### src/rtl/lle_pkg.sv
// Shared types, constants and character functions of the log line escaper.
`default_nettype none

package lle_pkg;

	localparam int unsigned BYTE_W = 8;
	localparam int unsigned LEN_W = 16;
	localparam int unsigned QUEUE_DEPTH = 4;
	localparam logic [LEN_W-1:0] CAPACITY_RESET = 16'd63994;

	localparam logic [BYTE_W-1:0] CH_NEWLINE = 8'h0A;
	localparam logic [BYTE_W-1:0] CH_BSLASH = 8'h5C;
	localparam logic [BYTE_W-1:0] CH_X = 8'h78;
	localparam logic [BYTE_W-1:0] CH_SPACE = 8'h20;
	localparam logic [BYTE_W-1:0] CH_DOT = 8'h2E;
	localparam logic [BYTE_W-1:0] CH_TILDE = 8'h7E;
	localparam logic [BYTE_W-1:0] CH_ZERO = 8'h30;
	localparam logic [BYTE_W-1:0] CH_UPPER_A = 8'h41;

	typedef enum logic [2:0] {
		CMD_CHAR,
		CMD_BSL,
		CMD_HEX,
		CMD_TRUNC,
		CMD_DONE
	} cmd_t;

	typedef logic [2:0] step_t;

	typedef struct packed {
		cmd_t cmd;
		logic [BYTE_W-1:0] data;
	} cmd_entry_t;

	typedef struct packed {
		logic push;
		cmd_entry_t entry;
	} front_push_t;

	typedef struct packed {
		logic [BYTE_W-1:0] data;
		logic done;
		logic last;
	} out_char_t;

	function automatic logic [BYTE_W-1:0] hex_digit(input logic [3:0] nib);
		logic [BYTE_W-1:0] res;
		if (nib < 4'd10) begin
			res = CH_ZERO + {4'd0, nib};
		end else begin
			res = CH_UPPER_A + {4'd0, nib} - 8'd10;
		end
		return res;
	endfunction

	function automatic out_char_t esc_char(input cmd_entry_t e, input step_t step);
		out_char_t c;
		c.data = '0;
		c.done = 1'b0;
		c.last = 1'b0;
		case (e.cmd)
			CMD_CHAR: begin
				c.data = e.data;
				c.last = 1'b1;
			end
			CMD_BSL: begin
				c.data = CH_BSLASH;
				c.last = (step == 3'd1);
			end
			CMD_HEX: begin
				case (step)
					3'd0: c.data = CH_BSLASH;
					3'd1: c.data = CH_X;
					3'd2: c.data = hex_digit(e.data[7:4]);
					default: begin
						c.data = hex_digit(e.data[3:0]);
						c.last = 1'b1;
					end
				endcase
			end
			CMD_TRUNC: begin
				case (step)
					3'd0: c.data = CH_SPACE;
					3'd1, 3'd2, 3'd3: c.data = CH_DOT;
					default: begin
						c.done = 1'b1;
						c.last = 1'b1;
					end
				endcase
			end
			CMD_DONE: begin
				c.done = 1'b1;
				c.last = 1'b1;
			end
			default: begin
				c.last = 1'b1;
			end
		endcase
		return c;
	endfunction

endpackage

`default_nettype wire

### src/rtl/lle_if.sv
// Valid/ready channel interfaces for input bytes and escaped output characters.
`default_nettype none

interface lle_in_if;
	logic valid;
	logic ready;
	logic [7:0] in_byte;
	logic end_of_stream;

	modport source (output valid, output in_byte, output end_of_stream, input ready);
	modport sink (input valid, input in_byte, input end_of_stream, output ready);
endinterface

interface lle_out_if;
	logic valid;
	logic ready;
	logic [7:0] out_byte;
	logic line_done;
	logic last;

	modport source (output valid, output out_byte, output line_done, output last, input ready);
	modport sink (input valid, input out_byte, input line_done, input last, output ready);
endinterface

`default_nettype wire

### src/rtl/log_line_escaper_unit.sv
// Log line escaper: splits a byte stream into escaped, length-limited log lines.
//
// Requests arrive on in_ch, one raw byte or an end-of-stream mark each, and are
// taken in any cycle in which the command queue has room. Results leave on
// out_ch as single characters; a result with line_done set closes a line, and
// last marks the final result caused by one request. A printable byte gives one
// result, a backslash two, any other byte four, a truncation five, a line end
// one; newlines after truncation, empty lines and dropped bytes give none.
// The results of a request pass through the queue and the output register. The
// output serializer emits one character per cycle while the receiver takes
// them, so a request holds it for each of its results (about four for binary
// data); requests with no result skip the queue, one per cycle while it has room.
// The line capacity register is written through cfg_wr_en and cfg_wr_data;
// the user must do so only while the block is idle; it does not enforce this.
// Reset clears the line state, the queue and the output register and sets the
// capacity to its default. When the receiver stalls, the output register holds
// its character, the queue fills and in_ch.ready falls until room frees up.
`default_nettype none

module log_line_escaper_unit #(
	parameter int unsigned QUEUE_DEPTH = lle_pkg::QUEUE_DEPTH
) (
	input wire logic clk,
	input wire logic arst_n,
	input wire logic cfg_wr_en,
	input wire logic [lle_pkg::LEN_W-1:0] cfg_wr_data,
	lle_in_if.sink in_ch,
	lle_out_if.source out_ch
);
	import lle_pkg::*;

	front_push_t push;
	cmd_entry_t head;
	logic head_valid;
	logic queue_full;
	logic pop;

	lle_front u_front (
		.clk(clk),
		.arst_n(arst_n),
		.cfg_wr_en(cfg_wr_en),
		.cfg_wr_data(cfg_wr_data),
		.in_ch(in_ch),
		.queue_full(queue_full),
		.push(push)
	);

	lle_queue #(
		.DEPTH(QUEUE_DEPTH)
	) u_queue (
		.clk(clk),
		.arst_n(arst_n),
		.push(push),
		.pop(pop),
		.head(head),
		.head_valid(head_valid),
		.full(queue_full)
	);

	lle_back u_back (
		.clk(clk),
		.arst_n(arst_n),
		.head(head),
		.head_valid(head_valid),
		.pop(pop),
		.out_ch(out_ch)
	);

endmodule

`default_nettype wire

### src/rtl/lle_front.sv
// Front end: accepts requests, tracks line length and queues escape commands.
`default_nettype none

module lle_front (
	input wire logic clk,
	input wire logic arst_n,
	input wire logic cfg_wr_en,
	input wire logic [lle_pkg::LEN_W-1:0] cfg_wr_data,
	lle_in_if.sink in_ch,
	input wire logic queue_full,
	output lle_pkg::front_push_t push
);
	import lle_pkg::*;

	logic [LEN_W-1:0] cap_q;
	logic [LEN_W-1:0] len_q;
	logic trunc_q;

	logic accept;
	logic is_end;
	logic [2:0] esc_len;
	logic [LEN_W:0] sum;
	logic [LEN_W-1:0] len_d;
	logic trunc_d;

	assign in_ch.ready = !queue_full;
	assign accept = in_ch.valid && in_ch.ready;
	assign is_end = in_ch.end_of_stream || (in_ch.in_byte == CH_NEWLINE);

	always_comb begin
		if (in_ch.in_byte == CH_BSLASH) begin
			esc_len = 3'd2;
		end else if (in_ch.in_byte inside {[CH_SPACE:CH_TILDE]}) begin
			esc_len = 3'd1;
		end else begin
			esc_len = 3'd4;
		end
	end

	assign sum = {1'b0, len_q} + {{(LEN_W-2){1'b0}}, esc_len};

	always_comb begin
		push.push = 1'b0;
		push.entry.cmd = CMD_CHAR;
		push.entry.data = in_ch.in_byte;
		len_d = len_q;
		trunc_d = trunc_q;
		if (is_end) begin
			push.push = accept && !trunc_q && (len_q != '0);
			push.entry.cmd = CMD_DONE;
			len_d = '0;
			trunc_d = 1'b0;
		end else if (!trunc_q) begin
			push.push = accept;
			if (sum >= {1'b0, cap_q}) begin
				push.entry.cmd = CMD_TRUNC;
				trunc_d = 1'b1;
			end else begin
				case (esc_len)
					3'd1: push.entry.cmd = CMD_CHAR;
					3'd2: push.entry.cmd = CMD_BSL;
					default: push.entry.cmd = CMD_HEX;
				endcase
				len_d = sum[LEN_W-1:0];
			end
		end
	end

	always_ff @(posedge clk or negedge arst_n) begin
		if (!arst_n) begin
			cap_q <= CAPACITY_RESET;
			len_q <= '0;
			trunc_q <= 1'b0;
		end else begin
			if (cfg_wr_en) begin
				cap_q <= cfg_wr_data;
			end
			if (accept) begin
				len_q <= len_d;
				trunc_q <= trunc_d;
			end
		end
	end

endmodule

`default_nettype wire

### src/rtl/lle_queue.sv
// Small command queue between the front end and the serializer.
`default_nettype none

module lle_queue #(
	parameter int unsigned DEPTH = lle_pkg::QUEUE_DEPTH
) (
	input wire logic clk,
	input wire logic arst_n,
	input wire lle_pkg::front_push_t push,
	input wire logic pop,
	output lle_pkg::cmd_entry_t head,
	output logic head_valid,
	output logic full
);
	import lle_pkg::*;

	localparam int unsigned PTR_W = (DEPTH > 1) ? $clog2(DEPTH) : 1;
	localparam int unsigned CNT_W = $clog2(DEPTH + 1);
	localparam logic [PTR_W-1:0] LAST_PTR = PTR_W'(DEPTH - 1);
	localparam logic [CNT_W-1:0] FULL_CNT = CNT_W'(DEPTH);

	cmd_entry_t mem_q [DEPTH];
	logic [PTR_W-1:0] wr_ptr_q;
	logic [PTR_W-1:0] rd_ptr_q;
	logic [CNT_W-1:0] count_q;
	logic do_push;
	logic do_pop;

	assign full = (count_q == FULL_CNT);
	assign head_valid = (count_q != '0);
	assign head = mem_q[rd_ptr_q];
	assign do_push = push.push && !full;
	assign do_pop = pop && head_valid;

	always_ff @(posedge clk) begin
		if (do_push) begin
			mem_q[wr_ptr_q] <= push.entry;
		end
	end

	always_ff @(posedge clk or negedge arst_n) begin
		if (!arst_n) begin
			wr_ptr_q <= '0;
			rd_ptr_q <= '0;
			count_q <= '0;
		end else begin
			if (do_push) begin
				wr_ptr_q <= (wr_ptr_q == LAST_PTR) ? '0 : wr_ptr_q + 1'b1;
			end
			if (do_pop) begin
				rd_ptr_q <= (rd_ptr_q == LAST_PTR) ? '0 : rd_ptr_q + 1'b1;
			end
			case ({do_push, do_pop})
				2'b10: count_q <= count_q + 1'b1;
				2'b01: count_q <= count_q - 1'b1;
				default: count_q <= count_q;
			endcase
		end
	end

endmodule

`default_nettype wire

### src/rtl/lle_back.sv
// Back end: expands commands, one character per cycle while not stalled.
`default_nettype none

module lle_back (
	input wire logic clk,
	input wire logic arst_n,
	input wire lle_pkg::cmd_entry_t head,
	input wire logic head_valid,
	output logic pop,
	lle_out_if.source out_ch
);
	import lle_pkg::*;

	step_t step_q;
	logic out_valid_q;
	out_char_t out_q;
	out_char_t cur;
	logic load;

	assign cur = esc_char(head, step_q);
	assign load = !out_valid_q || out_ch.ready;
	assign pop = load && head_valid && cur.last;

	assign out_ch.valid = out_valid_q;
	assign out_ch.out_byte = out_q.data;
	assign out_ch.line_done = out_q.done;
	assign out_ch.last = out_q.last;

	always_ff @(posedge clk) begin
		if (load && head_valid) begin
			out_q <= cur;
		end
	end

	always_ff @(posedge clk or negedge arst_n) begin
		if (!arst_n) begin
			out_valid_q <= 1'b0;
			step_q <= '0;
		end else if (load) begin
			out_valid_q <= head_valid;
			if (head_valid) begin
				step_q <= cur.last ? '0 : step_q + 1'b1;
			end
		end
	end

endmodule

`default_nettype wire

### src/flat_wrapper.sv
// flat-port wrapper written by rule: the top's interface ports become plain ports
module log_line_escaper_unit_flat import lle_pkg::*;
#(
	parameter int unsigned QUEUE_DEPTH = lle_pkg::QUEUE_DEPTH
)
  (clk, arst_n, cfg_wr_en, cfg_wr_data, in_ch_valid, in_ch_in_byte, in_ch_end_of_stream, in_ch_ready, out_ch_valid, out_ch_out_byte, out_ch_line_done, out_ch_last, out_ch_ready);
  lle_in_if in_ch_i ();
  lle_out_if out_ch_i ();
  input wire logic clk;
  input wire logic arst_n;
  input wire logic cfg_wr_en;
  input wire logic [lle_pkg::LEN_W-1:0] cfg_wr_data;
  input wire logic [$bits(in_ch_i.valid)-1:0] in_ch_valid;
  input wire logic [$bits(in_ch_i.in_byte)-1:0] in_ch_in_byte;
  input wire logic [$bits(in_ch_i.end_of_stream)-1:0] in_ch_end_of_stream;
  output wire logic [$bits(in_ch_i.ready)-1:0] in_ch_ready;
  output wire logic [$bits(out_ch_i.valid)-1:0] out_ch_valid;
  output wire logic [$bits(out_ch_i.out_byte)-1:0] out_ch_out_byte;
  output wire logic [$bits(out_ch_i.line_done)-1:0] out_ch_line_done;
  output wire logic [$bits(out_ch_i.last)-1:0] out_ch_last;
  input wire logic [$bits(out_ch_i.ready)-1:0] out_ch_ready;
  assign in_ch_i.valid = in_ch_valid;
  assign in_ch_i.in_byte = in_ch_in_byte;
  assign in_ch_i.end_of_stream = in_ch_end_of_stream;
  assign in_ch_ready = in_ch_i.ready;
  assign out_ch_valid = out_ch_i.valid;
  assign out_ch_out_byte = out_ch_i.out_byte;
  assign out_ch_line_done = out_ch_i.line_done;
  assign out_ch_last = out_ch_i.last;
  assign out_ch_i.ready = out_ch_ready;
  log_line_escaper_unit #(.QUEUE_DEPTH(QUEUE_DEPTH)) u_core (.clk(clk), .arst_n(arst_n), .cfg_wr_en(cfg_wr_en), .cfg_wr_data(cfg_wr_data), .in_ch(in_ch_i), .out_ch(out_ch_i));
endmodule
### config.mk
export PLATFORM = sky130hd
export DESIGN_NAME = log_line_escaper_unit_flat
export DESIGN_NICKNAME = d
export VERILOG_FILES = /design/src/rtl/lle_pkg.sv /design/src/rtl/lle_if.sv /design/src/rtl/log_line_escaper_unit.sv /design/src/rtl/lle_front.sv /design/src/rtl/lle_queue.sv /design/src/rtl/lle_back.sv /design/src/flat_wrapper.sv
export SDC_FILE = /design/constraint.sdc
export NUM_CORES = 1
export LEC_CHECK = 0
export BUFFER_PORTS_ARGS = -buffer_cell sky130_fd_sc_hd__buf_2
export CORE_UTILIZATION = 34
export CTS_BUF_LIST = sky130_fd_sc_hd__clkbuf_2 sky130_fd_sc_hd__clkbuf_4 sky130_fd_sc_hd__clkbuf_8
export DETAILED_ROUTE_END_ITERATION = 10
export HOLD_SLACK_MARGIN = 0.12
export PLACE_DENSITY_LB_ADDON = 0.12
export REMOVE_ABC_BUFFERS = 1
export SLEW_MARGIN = 20
export SYNTH_ARGS = -nofsm -noshare
export SYNTH_HDL_FRONTEND = slang
export SYNTH_HIERARCHICAL = 1
export SYNTH_SLANG_ARGS = --single-unit
### constraint.sdc
create_clock -name clk -period 5.2 [get_ports clk]
set_clock_uncertainty 0.2 [all_clocks]
set_input_delay 1.04 -clock clk [delete_from_list [all_inputs] [get_ports clk]]
set_output_delay 1.04 -clock clk [all_outputs]
set_load 0.02 [all_outputs]
; Word-level counts from Yosys, hierarchy flattened
; Memories as Yosys holds them, arrays and structs flattened.
; Cells that the tools add are included.
[classes]
addsub = 12
n_mul = 0
div = 0
n_lt_le_gt_ge = 5
eq_ne = 18
shift = 0
muxes = 27
bitwise_logic = 0
reduce_logical = 23
[op_table]
columns = operator, n
row1 = two-way mux 16 bit, 3
row2 = case mux 8 bit (4 select lines), 1
row3 = case mux 8 bit (3 select lines), 1
row4 = adder 16 x 3 -> 17 bit, 1
row5 = greater-or-equal comparator 17 x 16 -> 1 bit, 1
row6 = "adder 7 x 4 -> 8 bit, first input constant", 2
row7 = two-way mux 8 bit, 2
row8 = nonzero test 16 bit, 1
row9 = "subtractor 8 x 4 -> 8 bit, second input constant", 2
row10 = "equality test 3 x 2 -> 1 bit, second input constant", 5
row11 = "adder 6 x 4 -> 7 bit, first input constant", 2
row12 = case mux 6 bit (2 select lines), 1
row13 = "equality test 3 x 1 -> 1 bit, second input constant", 3
row14 = two-way mux 3 bit, 3
row15 = "equality test 8 x 4 -> 1 bit, second input constant", 1
row16 = "equality test 8 x 7 -> 1 bit, second input constant", 1
row17 = "greater-or-equal comparator 8 x 6 -> 1 bit, second input constant", 1
row18 = "less-or-equal comparator 8 x 7 -> 1 bit, second input constant", 1
row19 = logical AND 1 bit, 8
row20 = "less-than comparator 4 bit, second input constant", 2
row21 = two-way mux 2 bit, 4
row22 = two-way mux 4 bit, 2
row23 = "adder 3 x 1 -> 3 bit, second input constant", 2
row24 = "equality test 2 bit, second input constant", 3
row25 = other kinds (20), 32
[totals]
regBits = 54
latch_bits = 0
ram_bits = 44
romBits = 0
input_bits = 30
n_memories = 1
[memory_table]
columns = memory, words, word_bits, read_ports, rd_clocked_by_memory_dff, write_ports, line_no
row1 = u_core.u_queue.mem_q, 4, 11, 1, 0, 1, lle_queue.sv:22  ; cmd_entry_t mem_q [DEPTH];

; Longest topological paths before layout
[depth]
depth_word = 12
depth_mapped = 21

; By module
; The synthesis kept the hierarchy.
[by_module_without_submodules]
columns = mod, instances, cells_each, area_per_inst_um2, seq_area_each_um2
row1 = lle_front, 1, 273, 2522.4, 840.8
row2 = lle_queue, 1, 97, 2050.7, 1496.4
row3 = lle_back, 1, 115, 1069.8, 400.4

; Worst setup path after synthesis
; OpenSTA, ideal clock, no wires.
[synth_timing]
path_kind = input to register
start = input port in_ch_in_byte[7]
end = register u_core.u_front.len_q[6]
arrival_time_ns = 4.724
required_ns = 4.930
setup_slack_ns = 0.206
stages = 20
path_buffers = 0
cell_sequence = and2b_4 > nand4_1 > or4_1 > inv_1 > nor2_1 > ha_1 > inv_1 > fa_1 > nor2b_2 > o2111ai_4 > nor2_1 > and4_1 > xnor2_1 > ha_1 > a21o_1 > a21o_1 > a31oi_4 > nand4_2 > or4_1 > nand3_1
[synth_via]
elab_chain_len = 8
word_cells_on_any_way = 16
cone_classes = 1 x add/sub / 3 x order compare / 4 x eq/ne / 5 x mux / 3 x reduce/logical
[synth_rtl]
columns = item, line_no
row1 = "start, declared", flat_wrapper.sv:14  ; input wire logic [$bits(in_ch_i.in_byte)-1:0] in_ch_in_byte;
row2 = greater-or-equal comparator 8 x 6 -> 1 bit / less-or-equal comparator 8 x 7 -> 1 bit (equally long branches), lle_front.sv:33  ; end else if (in_ch.in_byte inside {[CH_SPACE:CH_TILDE]}) begin
row3 = logical AND 1 bit, lle_front.sv:33
row4 = two-way mux 3 bit, lle_front.sv:33
row5 = two-way mux 3 bit, lle_front.sv:31  ; if (in_ch.in_byte == CH_BSLASH) begin
row6 = adder 16 x 3 -> 17 bit, lle_front.sv:40  ; assign sum = {1'b0, len_q} + {{(LEN_W-2){1'b0}}, esc_len};
row7 = greater-or-equal comparator 17 x 16 -> 1 bit / two-way mux 16 bit (equally long branches), lle_front.sv:55  ; if (sum >= {1'b0, cap_q}) begin
row8 = inequality test 2 bit (no line) / two-way mux 16 bit (equally long branches), -
row9 = AND reduction 3 bit (no line) / two-way mux 16 bit (equally long branches), -
row10 = "end signal, assigned", lle_front.sv:79  ; len_q <= len_d;
row11 = "end, declared", lle_front.sv:16  ; logic [LEN_W-1:0] len_q;
; Parallel ways exist; a longest one is shown, timed or not. The select of a mux whose other input is x is not followed.
; A chain may end at the register's enable or synchronous reset.

; Worst setup path in the final report
; Same ends and word-level chain as after synthesis.

==> results.md <==
* H-tree depth at 3
* DR vias at 3751
* Met2 usage at 25.49%
* Port Buffers at 41
* Max IR drop VDD at roughly 0.17 mV
* Fill count at 1591
* Die ar. at 17120 um^2
* Number of global-route vias before repair at 3644
* HPWL after detailed placement at 8665 um
* EDFF count, synth at 54
* Top area cells in the synthesized netlist: edfxtp_1 (29%), dfrtp_1 (14%), ha_1 (7.1%), dfstp_2 (5.6%), mux4_2 (4.4%)
* Die H at 130.8 um
* Num rows at 46
* Pin count of the biggest net entering global routing at between 40 and 50
* Unrepaired setup endpoints after global routing: no
* Max Fclk at between 0.2 and 0.25 GHz
* Syn Area/Cell at 11.63 um^2
* First-pass GRT wire length at 19410 um
* Outcome: complete, no violations
* Post-Syn Area at between 5000 and 6000 um^2
* Number of max-cap violations at 0
* Longest Clk Path Bufs at 2
* Initial drt markers at 208
* Worst-path clk slew at 100 ps
* HP Class: reg -> reg
* Routed vias/inst at 4.981
* P_leak at approximately 2.5 nW
* Tmin final at about 5000 ps
* Final nets at 596
* Antenna Nets Post-Route at 0
* GPL Wtd Cong at 0.8687
* DR DRC count at 0
* Required time of the critical path at 5330 ps
* ANT cells at 0
* Synth Register Bits at 98
* Reg2reg path depth at 15
* IO Count at 42
* Cell taking the most area after synthesis: edfxtp_1
* Cells after synthesis at approximately 490
* Clk_lat worst skew at 380 ps
* Sequential share of the synthesized area at 48.51%
* Final period utilization at 95.24%
* Final setup vio count at 0
* Die Span X at 130.8 um
* Crit-path max FO at 6
* Met1 GRT Util at 19.27%
* Layout cell share with drive strength beyond 1 at a little over a quarter
* Slew Viols, Final at 0
* Slowest cell on crit path: or4_1
* Tot GR Track Use at 15.24%
* Initial Util at 35.14%
* CTS tree: built
* Finished Layout Cells at approximately 750
* Per-cell routed wire length at 15.65 um
* Crit-path max cell delay at 490 ps
* Synth top area share at 28.74%
* Initial antenna violation count at 0
* Final Hold Fails at 0
* Root Driver: clkbuf_8
* Crit-path cells: buf_2 -> and2b_4 -> nand4_1 -> or4_4 -> inv_1 -> nor2_1 -> ha_1 -> inv_1 -> fa_1 -> nor2b_2 -> o2111ai_4 -> nor2_1 -> and4_1 -> xnor2_1 -> ha_1 -> a21o_1 -> a21o_1 -> a31oi_4 -> nand4_4 -> or4_1 -> nand3_1
* Num CTS Buffers at 9
* Worst-margin pin slew at 633.1 ps
* Total routed wirelength at 11780 um
* Placed insts at 737
* Tot Pwr at 2.863 mW
* Crit Path Category: in -> reg
* Arrival time worst endpoint at just over 5000 ps
* GR peak layer: met2
* Gr ovfl total at 0
* Top FF cell, synth: edfxtp_1
* Asr flop ratio synth at 44.90%
* Core Box Area at 16060 um^2
* Crit path capture type: register
* Hold path depth at 1
* Clock Sinks at 98
* Worst slew margin at 57.79%
* Area delta synth->final at 12.17%
* Synth Warn # at 6
* 1st-pass router iterations at 4
* Post-synthesis cell type count at 84
* Power Density at 452.3 nW/um^2
* Met3 usage at 2.769%
* Setup crit start kind: primary input
[placed cells by master (no fill, tap or decap), drive strengths merged, types with 6 or more instances in the layout]
cell type,n
nor2b,7
a21oi,14
nor2,22
nor3,8
mux4,11
inv,54
nand2,45
nand3,9
o21ai,29
edfxtp,54
dfstp,12
or3,9
xnor2,15
clkbuf,9
ha,32
dfrtp,32
o2bb2ai,9
and2,7
nand4,6
buf,61
[routing by layer]
| layer | part of all wire, % | wire length (um) |
|---|---|---|
| met4 | 1.9 | 225 |
| met5 | 0 | 0 |
| met2 | 49 | 5809 |
| met3 | 3.2 | 382 |
| met1 | 46 | 5365 |
[final timing paths]
check                                           from                         to  slack, ps
max                                 in_ch_in_byte[7]    u_core/u_front/len_q[6]        250
min in group asynchronous                     arst_n    u_core/u_front/len_q[9]        450
max in group asynchronous                     arst_n  u_core/u_queue/count_q[0]       3960
min reg2reg                u_core/u_queue/count_q[2]  u_core/u_queue/count_q[2]        310
min                        u_core/u_queue/count_q[2]  u_core/u_queue/count_q[2]        310
max reg2reg                  u_core/u_front/len_q[0]    u_core/u_front/len_q[6]       1320
[timing repair]
action,in CTS,in global routing
resized for setup,0,7
hold buffers,0,0
endpoints found under the setup margin,0,15
buffers inserted,0,0
[critical path: cells and delay by family]
family / cells / cell delay [ps]
and+or+nand+nor: 10 / 2010
AOI/OAI and AO/OA: 4 / 810
adders and majority gates: 3 / 720
buffers and inverters: 3 / 290
xor gates and xnor gates: 1 / 190
[logic make-up after synthesis]
family                   Yosys count  synth area share (%)
buffers and inverters             77                 6.430
AND/OR/NAND/NOR                  138                 13.95
multiplexers                      17                 5.698
adder cells (fa/ha/maj)           34                 7.805
AO/OA/AOI/OAI                    103                 14.81
XOR/XNOR                          18                 2.794
flip-flops                        98                 48.51
[Yosys cell counts, drive strengths merged, types with 4 or more instances]
| cell | number |
|---|---|
| nor3 | 8 |
| ha | 32 |
| o211ai | 5 |
| buf | 19 |
| mux2 | 5 |
| a211oi | 4 |
| o2bb2ai | 9 |
| o22ai | 4 |
| nand4 | 6 |
| nor4 | 4 |
| inv | 52 |
| clkbuf | 6 |
| nor2b | 7 |
| o21ai | 29 |
| mux4 | 11 |
| and3 | 4 |
| nand3 | 9 |
| edfxtp | 54 |
| nor2 | 22 |
| xnor2 | 15 |
| and2 | 7 |
| dfstp | 12 |
| a21oi | 14 |
| nand2 | 45 |
| dfrtp | 32 |
| or3 | 9 |
| a31oi | 4 |
| a21o | 4 |
| or4 | 4 |
[through the flow]
| step | TNS [ps] | area, um^2 | setup WS [ps] | util (%) | hold slack (ps) |
|---|---|---|---|---|---|
| 4_1_cts | 0 | 6287 | 233.2 | 39.15 | 309.8 |
| 2_1_floorplan | 0 | 5475 | 131.1 | - | 254.2 |
| 3_3_place_gp | -1767 | 6101 | -139.4 | 37.99 | 278.7 |
| 3_5_place_dp | -2576 | 6101 | -153.5 | 37.99 | 289.1 |
| 6_report | 0 | 6330 | 247.6 | 39.42 | 305.7 |
| 5_1_grt | 0 | 6330 | 21.35 | 39.42 | 315.5 |
[where the power goes]
group | internal (mW) | total (mW) | switching [mW]
Sequential | 1.02 | 1.12 | 0.0930
Combinational | 0.526 | 1.27 | 0.742
Clock | 0.182 | 0.478 | 0.296
[area by class of cell]
type | instances | area (um^2) | share of cell area, %
clock inverter | 7 | 62.56 | 0.9883
tap | 216 | 270.3 | 4.270
timing repair buffer | 61 | 357.8 | 5.653
sequential | 98 | 2738 | 43.25
inverter | 52 | 195.2 | 3.084
clock buffer | 9 | 123.9 | 1.957
multi-input combinational | 310 | 2582 | 40.80
[sequential cells by signal, indices dropped and copies added, names as in the netlist]
name	flops
u_core/u_queue/mem_q	44
u_core/u_front/cap_q	16
u_core/u_front/len_q	16
u_core/u_back/out_ch.out_byte	8
u_core/u_back/step_q	3
u_core/u_queue/count_q	3
u_core/u_queue/rd_ptr_q	2
u_core/u_queue/wr_ptr_q	2
u_core/u_back/out_ch.last	1
u_core/u_back/out_ch.line_done	1
u_core/u_back/out_ch.valid	1
u_core/u_front/trunc_q	1
No activity file was read; power rests on OpenSTA's default activity.
